===== src/hdl/rmws_pkg.sv =====
package rmws_pkg;

  localparam int TASK_W   = 4;
  localparam int DEPTH_W  = 8;
  localparam int STATUS_W = 4;

  typedef enum logic [STATUS_W-1:0] {
    ST_NEW       = 4'd0,
    ST_NESTED    = 4'd1,
    ST_QUEUED    = 4'd2,
    ST_STILL     = 4'd3,
    ST_HANDED    = 4'd4,
    ST_FREED     = 4'd5,
    ST_NOT_OWNER = 4'd6,
    ST_FULL      = 4'd7,
    ST_OVERFLOW  = 4'd8
  } status_t;

endpackage


===== src/hdl/rmws_req_if.sv =====
interface rmws_req_if;
  logic                       valid;
  logic                       ready;
  logic                       req_type;
  logic [rmws_pkg::TASK_W-1:0] task_id;

  modport source (output valid, output req_type, output task_id, input ready);
  modport sink   (input valid, input req_type, input task_id, output ready);
endinterface


===== src/hdl/rmws_rsp_if.sv =====
interface rmws_rsp_if;
  logic                         valid;
  logic                         ready;
  logic [rmws_pkg::STATUS_W-1:0] status;
  logic                         woken_valid;
  logic [rmws_pkg::TASK_W-1:0]   woken_task;
  logic                         held;
  logic [rmws_pkg::TASK_W-1:0]   holder;
  logic [rmws_pkg::DEPTH_W-1:0]  depth;

  modport source (output valid, output status, output woken_valid, output woken_task,
                  output held, output holder, output depth, input ready);
  modport sink   (input valid, input status, input woken_valid, input woken_task,
                  input held, input holder, input depth, output ready);
endinterface


===== src/hdl/recursive_mutex_with_waiter_stack.sv =====
// Channel   Dir  Word
// in_ch     in   req_type, task_id (lock or unlock request)
// out_ch    out  status, woken_valid, woken_task, held, holder, depth
//
// One request per cycle unless stalled; the owner compare and the push or pop
// of the waiter stack fit in the accepting cycle, as the stack top and the
// entry below it sit in registers, the rest in a memory. Results are registered.
// in_ch.ready is high while the result register is empty or being taken.
// Reset (rst_n low, synchronous) frees the mutex and empties the stack.
module recursive_mutex_with_waiter_stack #(
  parameter int TASK_SLOTS = 16,
  parameter int NEST_BITS  = 8
) (
  input  logic              clk,
  input  logic              rst_n,
  rmws_req_if.sink          in_ch,
  rmws_rsp_if.source        out_ch
);
  import rmws_pkg::*;

  localparam int CNT_W = $clog2(TASK_SLOTS + 1);
  localparam int IDX_W = $clog2(TASK_SLOTS);

  logic                 owner_valid_r, owner_valid_nxt;
  logic [TASK_W-1:0]    owner_task_r, owner_task_nxt;
  logic [NEST_BITS-1:0] nest_r, nest_nxt;
  logic [CNT_W-1:0]     count_r, count_nxt;
  logic [TASK_W-1:0]    top_r;
  logic [TASK_W-1:0]    below_r;
  logic [TASK_W-1:0]    stack_mem [TASK_SLOTS];

  logic                 out_valid_r;
  status_t              status_r, status_nxt;
  logic                 woken_valid_r, woken_valid_nxt;
  logic [TASK_W-1:0]    woken_task_r, woken_task_nxt;
  logic                 held_r;
  logic [TASK_W-1:0]    holder_r;
  logic [DEPTH_W-1:0]   depth_r;

  logic                 accept;
  logic                 push;
  logic                 pop;
  logic [IDX_W-1:0]     wr_idx;
  logic [IDX_W-1:0]     rd_idx;

  assign in_ch.ready = !out_valid_r || out_ch.ready;
  assign accept      = in_ch.valid && in_ch.ready;
  assign wr_idx      = IDX_W'(count_r - CNT_W'(1));
  assign rd_idx      = IDX_W'(count_r - CNT_W'(3));

  always_comb begin
    owner_valid_nxt = owner_valid_r;
    owner_task_nxt  = owner_task_r;
    nest_nxt        = nest_r;
    count_nxt       = count_r;
    push            = 1'b0;
    pop             = 1'b0;
    status_nxt      = ST_NOT_OWNER;
    woken_valid_nxt = 1'b0;
    woken_task_nxt  = '0;
    if (!in_ch.req_type) begin
      if (owner_valid_r && owner_task_r == in_ch.task_id) begin
        if (&nest_r) begin
          status_nxt = ST_OVERFLOW;
        end else begin
          nest_nxt   = nest_r + NEST_BITS'(1);
          status_nxt = ST_NESTED;
        end
      end else if (!owner_valid_r) begin
        owner_valid_nxt = 1'b1;
        owner_task_nxt  = in_ch.task_id;
        nest_nxt        = NEST_BITS'(1);
        status_nxt      = ST_NEW;
      end else if (count_r == CNT_W'(TASK_SLOTS)) begin
        status_nxt = ST_FULL;
      end else begin
        push       = 1'b1;
        count_nxt  = count_r + CNT_W'(1);
        status_nxt = ST_QUEUED;
      end
    end else begin
      if (!owner_valid_r || owner_task_r != in_ch.task_id) begin
        status_nxt = ST_NOT_OWNER;
      end else if (nest_r > NEST_BITS'(1)) begin
        nest_nxt   = nest_r - NEST_BITS'(1);
        status_nxt = ST_STILL;
      end else if (count_r != '0) begin
        // hand over to the most recent waiter
        pop             = 1'b1;
        count_nxt       = count_r - CNT_W'(1);
        woken_valid_nxt = 1'b1;
        woken_task_nxt  = top_r;
        owner_task_nxt  = top_r;
        nest_nxt        = NEST_BITS'(1);
        status_nxt      = ST_HANDED;
      end else begin
        owner_valid_nxt = 1'b0;
        owner_task_nxt  = '0;
        nest_nxt        = '0;
        count_nxt       = '0;
        status_nxt      = ST_FREED;
      end
    end
  end

  always_ff @(posedge clk) begin
    if (!rst_n) begin
      owner_valid_r <= 1'b0;
      owner_task_r  <= '0;
      nest_r        <= '0;
      count_r       <= '0;
    end else if (accept) begin
      owner_valid_r <= owner_valid_nxt;
      owner_task_r  <= owner_task_nxt;
      nest_r        <= nest_nxt;
      count_r       <= count_nxt;
    end
  end

  // stack: top_r is entry count-1, below_r entry count-2, memory holds the rest
  always_ff @(posedge clk) begin
    if (accept && push) begin
      top_r   <= in_ch.task_id;
      below_r <= top_r;
      if (count_r != '0) begin
        stack_mem[wr_idx] <= top_r;
      end
    end else if (accept && pop) begin
      top_r <= below_r;
      if (count_r >= CNT_W'(3)) begin
        below_r <= stack_mem[rd_idx];
      end
    end
  end

  always_ff @(posedge clk) begin
    if (!rst_n) begin
      out_valid_r <= 1'b0;
    end else if (accept) begin
      out_valid_r <= 1'b1;
    end else if (out_ch.ready) begin
      out_valid_r <= 1'b0;
    end
  end

  always_ff @(posedge clk) begin
    if (accept) begin
      status_r      <= status_nxt;
      woken_valid_r <= woken_valid_nxt;
      woken_task_r  <= woken_task_nxt;
      held_r        <= owner_valid_nxt;
      holder_r      <= owner_valid_nxt ? owner_task_nxt : '0;
      depth_r       <= DEPTH_W'(nest_nxt);
    end
  end

  assign out_ch.valid       = out_valid_r;
  assign out_ch.status      = status_r;
  assign out_ch.woken_valid = woken_valid_r;
  assign out_ch.woken_task  = woken_task_r;
  assign out_ch.held        = held_r;
  assign out_ch.holder      = holder_r;
  assign out_ch.depth       = depth_r;

endmodule


===== src/flat_wrapper.sv =====
// flat-port wrapper written by rule: the top's interface ports become plain ports
module recursive_mutex_with_waiter_stack_flat import rmws_pkg::*;
#(
  parameter int TASK_SLOTS = 16,
  parameter int NEST_BITS  = 8
)
  (clk, rst_n, in_ch_valid, in_ch_req_type, in_ch_task_id, in_ch_ready, out_ch_valid, out_ch_status, out_ch_woken_valid, out_ch_woken_task, out_ch_held, out_ch_holder, out_ch_depth, out_ch_ready);
  rmws_req_if in_ch_i ();
  rmws_rsp_if out_ch_i ();
  input  logic clk;
  input  logic rst_n;
  input wire logic [$bits(in_ch_i.valid)-1:0] in_ch_valid;
  input wire logic [$bits(in_ch_i.req_type)-1:0] in_ch_req_type;
  input wire logic [$bits(in_ch_i.task_id)-1:0] in_ch_task_id;
  output wire logic [$bits(in_ch_i.ready)-1:0] in_ch_ready;
  output wire logic [$bits(out_ch_i.valid)-1:0] out_ch_valid;
  output wire logic [$bits(out_ch_i.status)-1:0] out_ch_status;
  output wire logic [$bits(out_ch_i.woken_valid)-1:0] out_ch_woken_valid;
  output wire logic [$bits(out_ch_i.woken_task)-1:0] out_ch_woken_task;
  output wire logic [$bits(out_ch_i.held)-1:0] out_ch_held;
  output wire logic [$bits(out_ch_i.holder)-1:0] out_ch_holder;
  output wire logic [$bits(out_ch_i.depth)-1:0] out_ch_depth;
  input wire logic [$bits(out_ch_i.ready)-1:0] out_ch_ready;
  assign in_ch_i.valid = in_ch_valid;
  assign in_ch_i.req_type = in_ch_req_type;
  assign in_ch_i.task_id = in_ch_task_id;
  assign in_ch_ready = in_ch_i.ready;
  assign out_ch_valid = out_ch_i.valid;
  assign out_ch_status = out_ch_i.status;
  assign out_ch_woken_valid = out_ch_i.woken_valid;
  assign out_ch_woken_task = out_ch_i.woken_task;
  assign out_ch_held = out_ch_i.held;
  assign out_ch_holder = out_ch_i.holder;
  assign out_ch_depth = out_ch_i.depth;
  assign out_ch_i.ready = out_ch_ready;
  recursive_mutex_with_waiter_stack #(.TASK_SLOTS(TASK_SLOTS), .NEST_BITS(NEST_BITS)) u_core (.clk(clk), .rst_n(rst_n), .in_ch(in_ch_i), .out_ch(out_ch_i));
endmodule

===== config.mk =====
export PLATFORM = sky130hd
export DESIGN_NAME = recursive_mutex_with_waiter_stack_flat
export DESIGN_NICKNAME = d
export VERILOG_FILES = /design/src/hdl/rmws_pkg.sv /design/src/hdl/rmws_req_if.sv /design/src/hdl/rmws_rsp_if.sv /design/src/hdl/recursive_mutex_with_waiter_stack.sv /design/src/flat_wrapper.sv
export SDC_FILE = /design/constraint.sdc
export NUM_CORES = 1
export LEC_CHECK = 0
export ABC_AREA = 1
export BUFFER_PORTS_ARGS = -buffer_cell sky130_fd_sc_hd__buf_2
export CORE_ASPECT_RATIO = 0.7
export CORE_MARGIN = 1
export CORE_UTILIZATION = 46
export DETAILED_ROUTE_END_ITERATION = 16
export PLACE_DENSITY = 0.74
export SETUP_SLACK_MARGIN = 0.2
export SYNTH_ARGS = -nofsm -noshare
export SYNTH_HDL_FRONTEND = slang
export SYNTH_SLANG_ARGS = --single-unit

===== constraint.sdc =====
create_clock -name clk -period 2.41 [get_ports clk]
set_clock_uncertainty 0.2 [all_clocks]
set_input_delay 0 -clock clk [delete_from_list [all_inputs] [get_ports clk]]
set_output_delay 0 -clock clk [all_outputs]
set_load 0.1 [all_outputs]

# --- After elaboration in Yosys (flattened, before gate mapping) ---
# Memories as Yosys holds them, arrays and structs flattened.
# Cells that the tools add are included.
totals:
  mem_bits_rw: 64
  word_cells: 96
  in_bits: 9
  out_inout_bits: 24
  mem_count: 1
  register_bits: 49
op_classes:
  addsub: 5
  mux: 50
  bitwise: 1
  n_lt_le_gt_ge: 2
  eq_ne: 7
  reduce_logical: 17
mem_list:
  columns: ["name", "words", "word_bits", "rd", "rd_ports_with_merged_regs", "write_ports", "line_no", "source"]
  rows:
  - ["u_core.stack_mem", 16, 4, 1, 0, 1, "recursive_mutex_with_waiter_stack.sv:30", "logic [TASK_W-1:0] stack_mem [TASK_SLOTS];"]
op_table:
  columns: ["cell", "count"]
  rows:
  - ["$mux 4", 17]
  - ["$mux 8", 6]
  - ["$mux 5", 7]
  - ["$mux 1", 19]
  - ["$add 8x1->8 const B", 1]
  - ["$gt 8x1->1 const B", 1]
  - ["$ne 2x2->1 const B", 4]
  - ["$reduce_and 8->1", 1]
  - ["$reduce_bool 2->1", 4]
  - ["$sub 8x1->8 const B", 1]
  - ["$reduce_and 6->1", 1]
  - ["$add 5x1->5 const B", 1]
  - ["$eq 5x5->1 const B", 1]
  - ["$ge 5x2->1 const B", 1]
  - ["$reduce_bool 5->1", 1]
  - ["$sub 5x1->5 const B", 1]
  - ["$eq 4x4->1", 1]
  - ["$logic_and 1x1->1", 4]
  - ["$ne 4x4->1", 1]
  - ["$sub 4x2->4 const B", 1]
  - ["$mux 3", 1]
  - ["$reduce_or 3->1", 1]
  - ["$logic_not 1->1", 2]
  - ["$logic_or 1x1->1", 2]
  - ["2 further kinds", 2]

# --- Longest topological paths before layout ---
# Gate-level depths: netlist (run 1).
depth:
  depth_word: 8
  depth_mapped: 14
  mapped_depth_nobuf: 13

# --- Worst setup path after synthesis (run 1) ---
# No wires, ideal clock.
synth_timing:
  path_kind: "register -> register"
  start: "register u_core.out_valid_r (netlist: u_core.out_ch.valid)"
  end: "register u_core.depth_r[0] (netlist: u_core.out_ch.depth[0]) (enable)"
  path_stages_with_launch: 5
  path_buffers: 1
  required_ns: 1.904
  arrival_ns: 2.797
  path_slack_ns: -0.893
  setup_time_ns: 0.306
  synth_period_minus_slack_ns: 3.303
  path_cell_list: "dfxtp_1 -> nand2_1 -> nand2_1 -> clkinv_1 -> buf_2"
synth_between:
  elab_chain_cells: 3
synth_lines:
  columns: ["element", "line_no", "source"]
  rows:
  - ["start, declared", "recursive_mutex_with_waiter_stack.sv:32", "logic out_valid_r;"]
  - ["start signal, assigned", "recursive_mutex_with_waiter_stack.sv:138", "out_valid_r <= 1'b0;"]
  - ["start signal, assigned", "recursive_mutex_with_waiter_stack.sv:140", "out_valid_r <= 1'b1;"]
  - ["start signal, assigned", "recursive_mutex_with_waiter_stack.sv:142", "out_valid_r <= 1'b0;"]
  - ["$logic_not 1->1", "recursive_mutex_with_waiter_stack.sv:46", "assign in_ch.ready = !out_valid_r || out_ch.ready;"]
  - ["$logic_or 1x1->1", "recursive_mutex_with_waiter_stack.sv:46", null]
  - ["named net in_ch_ready", "flat_wrapper.sv:15", "output wire logic [$bits(in_ch_i.ready)-1:0] in_ch_ready;"]
  - ["$logic_and 1x1->1", "recursive_mutex_with_waiter_stack.sv:47", "assign accept = in_ch.valid && in_ch.ready;"]
  - ["named net u_core.accept", "recursive_mutex_with_waiter_stack.sv:40", "logic accept;"]
  - ["end signal, assigned", "recursive_mutex_with_waiter_stack.sv:153", "depth_r <= DEPTH_W'(nest_nxt);"]
  - ["end, declared", "recursive_mutex_with_waiter_stack.sv:38", "logic [DEPTH_W-1:0] depth_r;"]
# The timed path passes the listed nets, and every way through them passes these cells.
# A chain may end at the register's enable or synchronous reset.

# --- Final worst setup path (run 1) ---
layout_timing:
  start: "register u_core.nest_r[2]"
  end: "register u_core.below_r[3] (enable)"
layout_between:
  elab_chain_cells: 7
layout_lines:
  columns: ["element", "line_no", "source"]
  rows:
  - ["start, declared", "recursive_mutex_with_waiter_stack.sv:26", "logic [NEST_BITS-1:0] nest_r, nest_nxt;"]
  - ["start signal, assigned", "recursive_mutex_with_waiter_stack.sv:115", "nest_r <= nest_nxt;"]
  - ["$gt 8x1->1", "recursive_mutex_with_waiter_stack.sv:84", "end else if (nest_r > NEST_BITS'(1)) begin"]
  - ["$mux 1", "recursive_mutex_with_waiter_stack.sv:84", null]
  - ["$mux 1", "recursive_mutex_with_waiter_stack.sv:82", "if (!owner_valid_r || owner_task_r != in_ch.task_id) begin"]
  - ["$mux 1", "recursive_mutex_with_waiter_stack.sv:61", "if (!in_ch.req_type) begin"]
  - ["$logic_and 1x1->1", "recursive_mutex_with_waiter_stack.sv:128", "end else if (accept && pop) begin"]
  - ["$reduce_bool 2->1 (no line)", null, null]
  - ["$reduce_and 2->1 (no line)", null, null]
  - ["end signal, assigned", "recursive_mutex_with_waiter_stack.sv:124", "below_r <= top_r;"]
  - ["end signal, assigned", "recursive_mutex_with_waiter_stack.sv:131", "below_r <= stack_mem[rd_idx];"]
  - ["end, declared", "recursive_mutex_with_waiter_stack.sv:29", "logic [TASK_W-1:0] below_r;"]
# Every way passes these cells.

==> metrics.cfg, run 1 <==
[clock_network]
htree_levels=4
clockBufferDepth=2
root_buffer=clkbuf_16
cts.sinks=113
cts_made_buffers=17
cts_tree=yes
clk_latency_ns=0.42
path_clk_slew_ns=0.05

[final_layout]
mostFrequentLayoutCell=nand2_1
n_fill_cell=977
diodes=0
area_growth_pct=28.6
layout.nets=754
drive_gt1_share_pct=25.8
utilization_pct=60.9
design_area_sq_mm=0.00759
layout_common_cells=nand2_1, edfxtp_1, nor2_1

[global_route]
grt.busiest_layer=met2
grt_use_met3_pct=6.81
globalRouteMet2Util_pct=37.6
grt_max_degree=35
grt_pass1_wl_um=25200
globalRouteOverflowTotal=0
track_usage_pct=25.3
first_global_vias=4952
antenna_found_initial=0
met1_usage_pct=36.5

[power_and_ir_drop]
peakVddDrop_uv=477
p_per_area_mw_per_mm2=766
p_comb_share_pct=14.8
power.share.clock_pct=47.3
p_int_w=0.00431
power_switching_share_pct=25.9
p_leak_nw=3.22
sequentialPowerShare_pct=38.0
p_sw_w=0.00150

[logic_synthesis]
syn_inst=664
ys_seq_area_share_pct=54.3
synth_cell_types=36
ys_ff_latch=113
yosysWarningCount=0
synth_area_sq_mm=0.00590
syn_nets=682
postSynthAreaPerCell_sq_um=8.89

[hold_path]
min_path_cells=4
hold_path_class=primary input to register
min_from=in_ch_valid
hold_end=u_core.out_ch.valid$_SDFFE_PN0P_

[floorplan]
die_w_um=137
dieArea_sq_mm=0.0133
core_sq_mm=0.0125
rows=34
start_util_pct=47.3
chipHeight_um=96.8
io_pins=33

[drt]
via_per_inst=5.68
routedWlPerCell_um=18.0
ant_nets=0
drc=0
drtPass1Iterations=7
dr_total_vias=5177
drt_wl_total_um=16400
drt_iter0_drc=601

[sta]
hold-worst-slack_ns=0.0577
slew_headroom_pct=55.1
timing.final.crit_period_ns=2.15
tns_ns=0
finalHoldViolCount=0
rsz0062_at_grt=false
setup_violations=0
worstMarginPinSlew_ns=0.672
period_share_pct=89.1
drv_slew=0
clock.fmax_mhz=466
final.setup.worst_slack_ns=0.262

[setup_path]
r2r_cells=5
worstSetupPathType=register to register
cp.arrival_ns=2.02
critPathCaptureType=register
required_ns=2.28
ff2ff_setup_slack_ns=0.26
reg2reg_from=u_core.nest_r[2]$_SDFFE_PN0P_
worstReg2RegEnd=u_core.below_r[3]$_DFFE_PP_
worstPathMaxFanout=10
start_kind=register

[outcome]
status=completed

[placement]
port-buffer-count=32
dp_slack_ns=0.0132
placedInstanceArea_sq_mm=0.00648
dp_hpwl_um=10500
gp_congestion=0.938

[run]
drv_cap=0

-- what timing repair did --
action                                  4_1_cts  5_1_grt
pin swaps                                     4       11
endpoints found under the setup margin       98      107
cloned                                        0        1
hold buffers                                  7        0
setup buffers                                 5       14
gates resized for setup                      16       35
endpoints found under the hold margin        20        0
-- through the flow --
step           power (W)  cells
6_report         0.00581    911
4_1_cts          0.00576    896
5_1_grt          0.00599    911
3_3_place_gp     0.00297    852
2_1_floorplan    0.00282    664
3_5_place_dp     0.00299    852
-- layout make-up --
type | count | area, sq um | share of cell area, %
well taps | 162 | 203 | 2.67
repair buffers | 85 | 627 | 8.26
flip-flops and latches | 113 | 3220 | 42.5
clock inverters | 11 | 184 | 2.42
inverters | 64 | 243 | 3.20
clock buffers | 21 | 470 | 6.20
multi-input cells | 455 | 2640 | 34.8
-- flip-flops by register name (all words and copies together), names as in the netlist --
signal	flops
u_core.below_r	4
u_core.count_r	5
u_core.nest_r	8
u_core.out_ch.depth	8
u_core.out_ch.held	1
u_core.out_ch.holder	4
u_core.out_ch.status	4
u_core.out_ch.valid	1
u_core.out_ch.woken_task	4
u_core.out_ch.woken_valid	1
u_core.owner_task_r	4
u_core.owner_valid_r	1
u_core.stack_mem	64
u_core.top_r	4
-- cell families (layout without fill, tap and decap cells) --
| family | after synthesis | in the layout | synth area share (%) |
|---|---|---|---|
| simple gates | 321 | 322 | 24.2 |
| compound gates | 114 | 114 | 11.1 |
| flops | 113 | 113 | 54.3 |
| buf+inv | 97 | 181 | 6.98 |
| xor+xnor | 10 | 10 | 1.48 |
| fa+ha+maj | 9 | 9 | 1.91 |
-- cell usage after synthesis --
| cell | number | area (sq um) |
|---|---|---|
| clkbuf_1 | 15 | 56.3 |
| ha_1 | 9 | 113 |
| nand3_2 | 2 | 20.0 |
| nor3_2 | 2 | 20.0 |
| nor2_4 | 3 | 33.8 |
| o21ai_1 | 2 | 10.0 |
| buf_6 | 4 | 45.0 |
| nand4_1 | 6 | 37.5 |
| nor2_2 | 3 | 18.8 |
| o22ai_1 | 1 | 6.26 |
| edfxtp_1 | 94 | 2820 |
| nand3_1 | 51 | 255 |
| nor2_1 | 79 | 297 |
| or2_2 | 2 | 12.5 |
| inv_1 | 60 | 225 |
| nor4_1 | 1 | 6.26 |
| nor3_1 | 17 | 85.1 |
| xnor2_1 | 4 | 35.0 |
| inv_2 | 3 | 11.3 |
| a21oi_1 | 24 | 120 |
| and2_1 | 1 | 6.26 |
| o311ai_0 | 1 | 8.76 |
| nor3_4 | 1 | 16.3 |
| nand2_4 | 3 | 33.8 |
| dfxtp_1 | 19 | 380 |
| o21ai_0 | 60 | 300 |
| o31ai_2 | 1 | 12.5 |
| xor2_1 | 6 | 52.6 |
| o21ai_2 | 8 | 70.1 |
| nand2_1 | 145 | 544 |
| buf_2 | 13 | 65.1 |
| clkinv_1 | 1 | 3.75 |
| nand2_2 | 3 | 18.8 |
| clkbuf_2 | 1 | 5.00 |
| nand4_2 | 2 | 25.0 |
| o211ai_1 | 17 | 128 |
-- power by group through the flow --
stage                     Sequential [W]  Combinational (W)  Clock, W
after CTS                        0.00220           0.000790   0.00277
after global placement           0.00224           0.000734         0
after detailed placement         0.00224           0.000748         0
final                            0.00221           0.000857   0.00275
after floorplan                  0.00242           0.000402         0
after global routing             0.00221           0.000918   0.00286
-- layer usage --
metal  up-vias  routed length (um)
li1       2407                   -
met1      2442                7110
met2       297                7570
met3        31                1590
met4         0                 173
met5         -                   0
-- worst max-delay path, cell delays in order (launching register included) --
cell     delay [ns]
dfxtp_1        0.43
nor2_2         0.30
nand4_2        0.27
nor2_4         0.18
nand2_2        0.12
o31ai_4        0.31
-- worst max-delay path by stage --
stage | start | to | slack [ns] | cells after the start
floorplan | u_core.count_r[0]$_SDFFE_PN0P_ | u_core.stack_mem[4][0]$_DFFE_PP_ | 0.15 | 11
global placement | u_core.nest_r[1]$_SDFFE_PN0P_ | u_core.out_ch.holder[1]$_SDFFCE_PN0P_ | 0.04 | 10
detailed placement | u_core.nest_r[1]$_SDFFE_PN0P_ | u_core.out_ch.holder[1]$_SDFFCE_PN0P_ | 0.01 | 10
CTS | u_core.nest_r[0]$_SDFFE_PN0P_ | u_core.out_ch.holder[1]$_SDFFCE_PN0P_ | 0.21 | 10
global route | u_core.owner_task_r[1]$_SDFFE_PN0P_ | u_core.stack_mem[2][0]$_DFFE_PP_ | 0.18 | 10
finish | u_core.nest_r[2]$_SDFFE_PN0P_ | u_core.below_r[3]$_DFFE_PP_ | 0.26 | 5
(Power assumes the default switching activity.)
==> run 2: changes to the inputs <==
--- a/config.mk
+++ b/config.mk
@@ -7,11 +7,13 @@
 export LEC_CHECK = 0
 export ABC_AREA = 1
 export BUFFER_PORTS_ARGS = -buffer_cell sky130_fd_sc_hd__buf_2
+export CELL_PAD_IN_SITES_DETAIL_PLACEMENT = 1
+export CELL_PAD_IN_SITES_GLOBAL_PLACEMENT = 2
 export CORE_ASPECT_RATIO = 0.7
 export CORE_MARGIN = 1
-export CORE_UTILIZATION = 46
+export CORE_UTILIZATION = 35
 export DETAILED_ROUTE_END_ITERATION = 16
-export PLACE_DENSITY = 0.74
+export PLACE_DENSITY = 0.86
 export SETUP_SLACK_MARGIN = 0.2
 export SYNTH_ARGS = -nofsm -noshare
 export SYNTH_HDL_FRONTEND = slang
==> run 2 against run 1 <==
- hold slack better by 0.033 ns
- highest routed layer unchanged
- clock power shrank 7.6%
- power decreased by 3.6%
- maximum frequency grew 0.23%
- largest cell class unchanged
- count of clock-buffer cells in the layout fell by 4
- sequential share of layout area grew 0.056 points
==> metrics.cfg, run 2 (synthesis gave the netlist of run 1 again) <==
[run]
drv_cap=0  ; unchanged

[final_layout]
utilization_pct=46.2  ; was 60.9%
diodes=0  ; unchanged
mostFrequentLayoutCell=nand2_1  ; unchanged
regMostFlops=u_core.stack_mem  ; unchanged
largest_register_ffs=64  ; unchanged
area_growth_pct=28.3  ; was 28.6%
layout.nets=752  ; was 754
regArea_sq_mm=0.00322  ; about the same
n_fill_cell=1910  ; was 977
layout_common_cells=nand2_1, edfxtp_1, nor2_1  ; unchanged
drive_gt1_share_pct=26.1  ; was 25.8%
multi_input_area_sq_mm=0.00262  ; was 0.00264 sq mm

[drt]
drt_wl_total_um=18000  ; was 16400 um
via_per_inst=5.17  ; was 5.68
drtPass1Iterations=6  ; was 7
routedWlPerCell_um=18.5  ; was 18.0 um
dr_total_vias=5024  ; was 5177
ant_nets=0  ; unchanged
drc=0  ; unchanged
drt_iter0_drc=328  ; was 601

[clock_network]
htree_levels=4  ; unchanged
cts_tree=yes  ; unchanged
path_clk_slew_ns=0.06  ; was 0.05 ns
cts.sinks=113  ; unchanged
root_buffer=clkbuf_16  ; unchanged
clk_latency_ns=0.42  ; about the same
clockBufferDepth=2  ; unchanged
cts_made_buffers=17  ; unchanged

[floorplan]
die_w_um=157  ; was 137 um
rows=39  ; was 34
start_util_pct=36.0  ; was 47.3%
io_pins=33  ; unchanged
chipHeight_um=111  ; was 96.8 um
dieArea_sq_mm=0.0174  ; was 0.0133 sq mm
core_sq_mm=0.0164  ; was 0.0125 sq mm

[global_route]
grt_max_degree=39  ; was 35
globalRouteOverflowTotal=0  ; unchanged
first_global_vias=5173  ; was 4952
antenna_found_initial=0  ; unchanged
grt_pass1_wl_um=28400  ; was 25200 um
track_usage_pct=21.9  ; was 25.3%

[placement]
dp_hpwl_um=12300  ; was 10500 um
gp_congestion=0.848  ; was 0.938
port-buffer-count=32  ; unchanged

[outcome]
status=completed  ; unchanged

[sta]
setup_violations=0  ; unchanged
timing.final.crit_period_ns=2.14  ; was 2.15 ns
rsz0062_at_grt=true  ; was false
clock.fmax_mhz=467  ; was 466 MHz
finalHoldViolCount=0  ; unchanged
worstMarginPinSlew_ns=0.765  ; was 0.672 ns
drv_slew=0  ; unchanged
period_share_pct=88.9  ; was 89.1%
slew_headroom_pct=48.9  ; was 55.1%

[power_and_ir_drop]
p_leak_nw=3.17  ; was 3.22 nW
sequentialPowerShare_pct=39.3  ; was 38.0%
power.share.clock_pct=45.3  ; was 47.3%
peakVddDrop_uv=464  ; was 477 uV
p_per_area_mw_per_mm2=740  ; was 766 mW/mm^2
power_switching_share_pct=28.4  ; was 25.9%
total_power_w=0.00560  ; was 0.00581 W
p_comb_share_pct=15.4  ; was 14.8%
p_int_w=0.00401  ; was 0.00431 W
p_sw_w=0.00159  ; was 0.00150 W

[setup_path]
required_ns=2.38  ; was 2.28 ns
cp.arrival_ns=2.11  ; was 2.02 ns
worstSetupPathType=register to register  ; unchanged
start_kind=register  ; unchanged
critPathCaptureType=register  ; unchanged
worstPathMaxFanout=8  ; was 10

[hold_path]
hold_path_class=primary input to register  ; unchanged

[run 2: cell types whose count changed in the layout (fill, tap and decap cells not counted), sizes merged]
cell      delta
bufinv       -2
clkbuf       -5
clkinv       +2
clkinvlp     +2
inv          +2
nand4        -1
[run 2: repair_timing]
item                       in CTS  in global routing
hold buffers                    7                  0
pin swaps                       4                 13
gates resized for setup        17                 35
buffers inserted                9                  4
hold endpoints to repair       28                  0
setup endpoints to repair      87                110
[run 2: power groups by stage]
stage | registers, W | logic, W | clock network [W]
after floorplan | 0.00242 | 0.000402 | 0
after global placement | 0.00223 | 0.000772 | 0
after detailed placement | 0.00224 | 0.000790 | 0
after CTS | 0.00220 | 0.000830 | 0.00257
after global routing | 0.00220 | 0.000927 | 0.00265
final | 0.00220 | 0.000862 | 0.00254
[run 2: layout make-up]
class / instances / share of cell area [%]
inverters: 64 / 3.17
repair buffers: 84 / 8.10
flip-flops and latches: 113 / 42.5
clock inverters: 15 / 2.20
clock buffers: 17 / 5.62
well taps: 225 / 3.72
multi-input cells: 454 / 34.7
[run 2: routing by layer]
metal	track usage (%)	routed length [um]	share of wire, %	vias to the layer above
met4	6.08	169	0.94	0
met5	0	0	0	-
li1	-	-	-	2400
met2	32.9	8090	45	122
met3	4.83	793	4.4	13
met1	31.7	8970	50	2489
[run 2: final timing paths]
path              cells after the start                               endpoint  slack [ns]                        startpoint
hold reg to reg                       2       u_core.out_ch.valid$_SDFFE_PN0P_        0.31  u_core.out_ch.valid$_SDFFE_PN0P_
setup reg to reg                      7  u_core.out_ch.holder[3]$_SDFFCE_PN0P_        0.27     u_core.nest_r[4]$_SDFFE_PN0P_
hold / removal                        4       u_core.out_ch.valid$_SDFFE_PN0P_        0.09                       in_ch_valid
setup / recovery                      7  u_core.out_ch.holder[3]$_SDFFCE_PN0P_        0.27     u_core.nest_r[4]$_SDFFE_PN0P_
[run 2: worst max-delay path: stages, from the launching register on]
cell	delay (ns)
dfxtp_1	0.40
nor2_2	0.29
nand2_1	0.14
nor2_4	0.25
a21oi_2	0.12
nor3_4	0.28
buf_4	0.17
a21oi_1	0.03
[run 2: through the flow]
| stage | TNS, ns | cells | instance area, sq um | setup WS (ns) | hold WS (ns) |
|---|---|---|---|---|---|
| global placement | 0 | 920 | 6610 | 0.140 | 0.0801 |
| floorplan | 0 | 664 | 6140 | 0.153 | -0.0792 |
| global route | 0 | 972 | 7570 | 0.139 | 0.0904 |
| CTS | 0 | 968 | 7440 | 0.204 | 0.0271 |
| finish | 0 | 972 | 7570 | 0.267 | 0.0906 |
| detailed placement | -0.232 | 920 | 6610 | -0.0207 | 0.0913 |
==> run 3: changes to the inputs <==
--- a/config.mk
+++ b/config.mk
@@ -5,15 +5,14 @@
 export SDC_FILE = /design/constraint.sdc
 export NUM_CORES = 1
 export LEC_CHECK = 0
-export ABC_AREA = 1
 export BUFFER_PORTS_ARGS = -buffer_cell sky130_fd_sc_hd__buf_2
 export CELL_PAD_IN_SITES_DETAIL_PLACEMENT = 1
 export CELL_PAD_IN_SITES_GLOBAL_PLACEMENT = 2
 export CORE_ASPECT_RATIO = 0.7
 export CORE_MARGIN = 1
-export CORE_UTILIZATION = 35
+export CORE_UTILIZATION = 38
 export DETAILED_ROUTE_END_ITERATION = 16
-export PLACE_DENSITY = 0.86
+export PLACE_DENSITY = 0.84
 export SETUP_SLACK_MARGIN = 0.2
 export SYNTH_ARGS = -nofsm -noshare
 export SYNTH_HDL_FRONTEND = slang
==> run 3 against run 2 <==
- the flow now finishes with violations (setup timing)
- synthesized area down 8.1%
- critical path depth unchanged
- first-iteration DRC count up 58%
- cell count down 24%
- synthesized cell count down 36%
- non-clock buffer count up 34
- clock power up 12%
- critical path type unchanged
- largest cell class unchanged
- largest power group unchanged
==> metrics.cfg, run 3 <==
[logic_synthesis]
synthTopCellsByArea=edfxtp_1, mux4_2, dfxtp_1, nor2_1, a21oi_1  ; was edfxtp_1, nand2_1, dfxtp_1, o21ai_0, nor2_1
yosysWarningCount=0  ; unchanged
syn_nets=446  ; was 682
postSynthAreaPerCell_sq_um=12.7  ; was 8.89 sq um
yosysMostFrequentCell=edfxtp_1  ; was nand2_1
synth_cell_types=58  ; was 36
synth_common_cells=edfxtp_1, nor2_1, a21oi_1  ; was nand2_1, edfxtp_1, nor2_1
yosys_most_used_dff=edfxtp_1  ; unchanged
synth_top_area_share_pct=52.1  ; was 47.8%
synth_area_sq_mm=0.00542  ; was 0.00590 sq mm
synthArstFlopShare_pct=0  ; unchanged
synth_edf_count=94  ; unchanged
ys_seq_area_share_pct=59.1  ; was 54.3%
syn_inst=428  ; was 664
yosysTopAreaCell=edfxtp_1  ; unchanged
ys_ff_latch=113  ; unchanged

[power_and_ir_drop]
p_per_area_mw_per_mm2=754  ; was 740 mW/mm^2
power.share.clock_pct=48.7  ; was 45.3%
p_comb_share_pct=14.0  ; was 15.4%
sequentialPowerShare_pct=37.3  ; was 39.3%
p_int_w=0.00435  ; was 0.00401 W
p_sw_w=0.00149  ; was 0.00159 W
p_leak_nw=2.73  ; was 3.17 nW
peakVddDrop_uv=596  ; was 464 uV
total_power_w=0.00584  ; was 0.00560 W
power_switching_share_pct=25.5  ; was 28.4%

[floorplan]
io_pins=33  ; unchanged
chipHeight_um=102  ; was 111 um
die_w_um=145  ; was 157 um
core_sq_mm=0.0139  ; was 0.0164 sq mm
start_util_pct=39.0  ; was 36.0%
rows=36  ; was 39
dieArea_sq_mm=0.0148  ; was 0.0174 sq mm

[final_layout]
largest_register_ffs=64  ; unchanged
mostFrequentLayoutCell=edfxtp_1  ; was nand2_1
diodes=0  ; unchanged
layout_common_cells=edfxtp_1, buf_4, buf_2  ; was nand2_1, edfxtp_1, nor2_1
regMostFlops=u_core.stack_mem  ; unchanged
n_fill_cell=1321  ; was 1910
multi_input_area_sq_mm=0.00262  ; about the same
regArea_sq_mm=0.00323  ; was 0.00322 sq mm
design_area_sq_mm=0.00775  ; was 0.00757 sq mm
area_growth_pct=43.0  ; was 28.3%
drive_gt1_share_pct=48.5  ; was 26.1%
layout.nets=555  ; was 752
utilization_pct=55.7  ; was 46.2%

[sta]
hold-worst-slack_ns=0.0986  ; was 0.0906 ns
setup_violations=9  ; was 0
clock.fmax_mhz=395  ; was 467 MHz
drv_slew=0  ; unchanged
timing.final.crit_period_ns=2.53  ; was 2.14 ns
period_share_pct=105  ; was 88.9%
slew_headroom_pct=49.1  ; was 48.9%
final.setup.worst_slack_ns=-0.124  ; was 0.267 ns
rsz0062_at_grt=true  ; unchanged
worstMarginPinSlew_ns=0.764  ; was 0.765 ns
finalHoldViolCount=0  ; unchanged

[drt]
routedWlPerCell_um=26.1  ; was 18.5 um
via_per_inst=5.91  ; was 5.17
dr_total_vias=4366  ; was 5024
drtPass1Iterations=4  ; was 6
drc=0  ; unchanged
ant_nets=0  ; unchanged
drt_iter0_drc=518  ; was 328
drt_wl_total_um=19300  ; was 18000 um

[placement]
gp_congestion=0.840  ; was 0.848
port-buffer-count=32  ; unchanged
placedInstanceArea_sq_mm=0.00625  ; was 0.00661 sq mm
dp_hpwl_um=11000  ; was 12300 um

[global_route]
globalRouteOverflowTotal=0  ; unchanged
antenna_found_initial=0  ; unchanged
grt_pass1_wl_um=25800  ; was 28400 um
track_usage_pct=24.7  ; was 21.9%
grt_max_degree=26  ; was 39
first_global_vias=4301  ; was 5173

[outcome]
violations=setup timing
status=complete, but fails checks  ; was completed

[clock_network]
root_buffer=clkbuf_16  ; unchanged
path_clk_slew_ns=0.05  ; was 0.06 ns
cts.sinks=113  ; unchanged
cts_made_buffers=17  ; unchanged
clk_latency_ns=0.43  ; was 0.42 ns
clockBufferDepth=2  ; unchanged
htree_levels=4  ; unchanged
cts_tree=yes  ; unchanged

[hold_path]
hold_path_class=primary input to register  ; unchanged
min_from=out_ch_ready  ; was in_ch_valid

[setup_path]
worstSetupPathType=register to register  ; unchanged
critPathCaptureType=register  ; unchanged
start_kind=register  ; unchanged
cp.arrival_ns=2.49  ; was 2.11 ns
reg2reg_from=u_core.nest_r[2]$_SDFFE_PN0P_  ; was u_core.nest_r[4]$_SDFFE_PN0P_
worstPathMaxFanout=4  ; was 8
crit_start=u_core.nest_r[2]$_SDFFE_PN0P_  ; was u_core.nest_r[4]$_SDFFE_PN0P_
required_ns=2.36  ; was 2.38 ns

[run]
drv_cap=0  ; unchanged

## run 3: power groups by stage
| stage | registers (W) | clock network, W | logic (W) |
|---|---|---|---|
| 3_5_place_dp | 0.00221 | 0 | 0.000621 |
| 6_report | 0.00218 | 0.00284 | 0.000821 |
| 2_1_floorplan | 0.00237 | 0 | 0.000292 |
| 3_3_place_gp | 0.00221 | 0 | 0.000604 |
| 4_1_cts | 0.00217 | 0.00282 | 0.000699 |
| 5_1_grt | 0.00218 | 0.00293 | 0.000853 |
## run 3: repair_timing
action | CTS | global route
hold buffers | 11 | 1
cloned | 1 | 0
pin swaps | 12 | 33
hold endpoints to repair | 26 | 14
gates resized for setup | 48 | 93
buffers inserted | 16 | 8
setup endpoints to repair | 109 | 104
## run 3: worst paths after layout
check,to,slack [ns],cells after the start
worst max-delay path,u_core.out_ch.depth[2]$_DFFE_PP_,-0.12,7
worst min-delay path,u_core.nest_r[1]$_SDFFE_PN0P_,0.1,5
worst max register to register,u_core.out_ch.depth[2]$_DFFE_PP_,-0.12,7
worst min register to register,u_core.top_r[3]$_DFFE_PP_,0.37,1
## run 3: kinds of logic (layout without fill, tap and decap cells)
| kind of cell | count (synthesis) | count (layout) | synth area share [%] |
|---|---|---|---|
| compound gates | 96 | 96 | 11.4 |
| xor+xnor | 13 | 13 | 2.10 |
| fa+ha+maj | 9 | 9 | 2.08 |
| buf+inv | 43 | 164 | 3.16 |
| flops | 113 | 113 | 59.1 |
| mux | 34 | 34 | 11.1 |
| simple gates | 120 | 120 | 11.1 |
## run 3: per-layer routing
metal	vias to the layer above	share of wire (%)	routed length, um	global-route usage, %
li1	1874	-	-	-
met1	2219	43	8290	34.7
met2	240	47	9040	36.6
met3	33	8.4	1620	6.56
met4	0	1.9	364	9.39
met5	-	0	0	0
## run 3: worst max-delay path: stages, from the launching register on
cell     delay [ns]
dfxtp_1        0.31
or3_4          0.40
or4_4          0.48
buf_6          0.15
o31ai_4        0.27
nor2_2         0.09
nor3_2         0.24
nor2_1         0.11
## run 3: cell type report
type,instances,share of cell area [%]
inverter,15,0.823
clock inverter,12,2.76
tap,190,3.07
clock buffer,19,5.58
timing repair buffer,118,12.4
sequential,113,41.6
multi-input combinational,272,33.8
## run 3: metrics by stage
stage | std cells | setup WS (ns) | setup TNS [ns]
after floorplan | 428 | -0.247 | -1.20
after global placement | 671 | 0.0235 | 0
after detailed placement | 671 | -0.0537 | -0.350
after CTS | 730 | 0.0272 | 0
after global routing | 739 | -0.194 | -0.947
final | 739 | -0.124 | -0.296
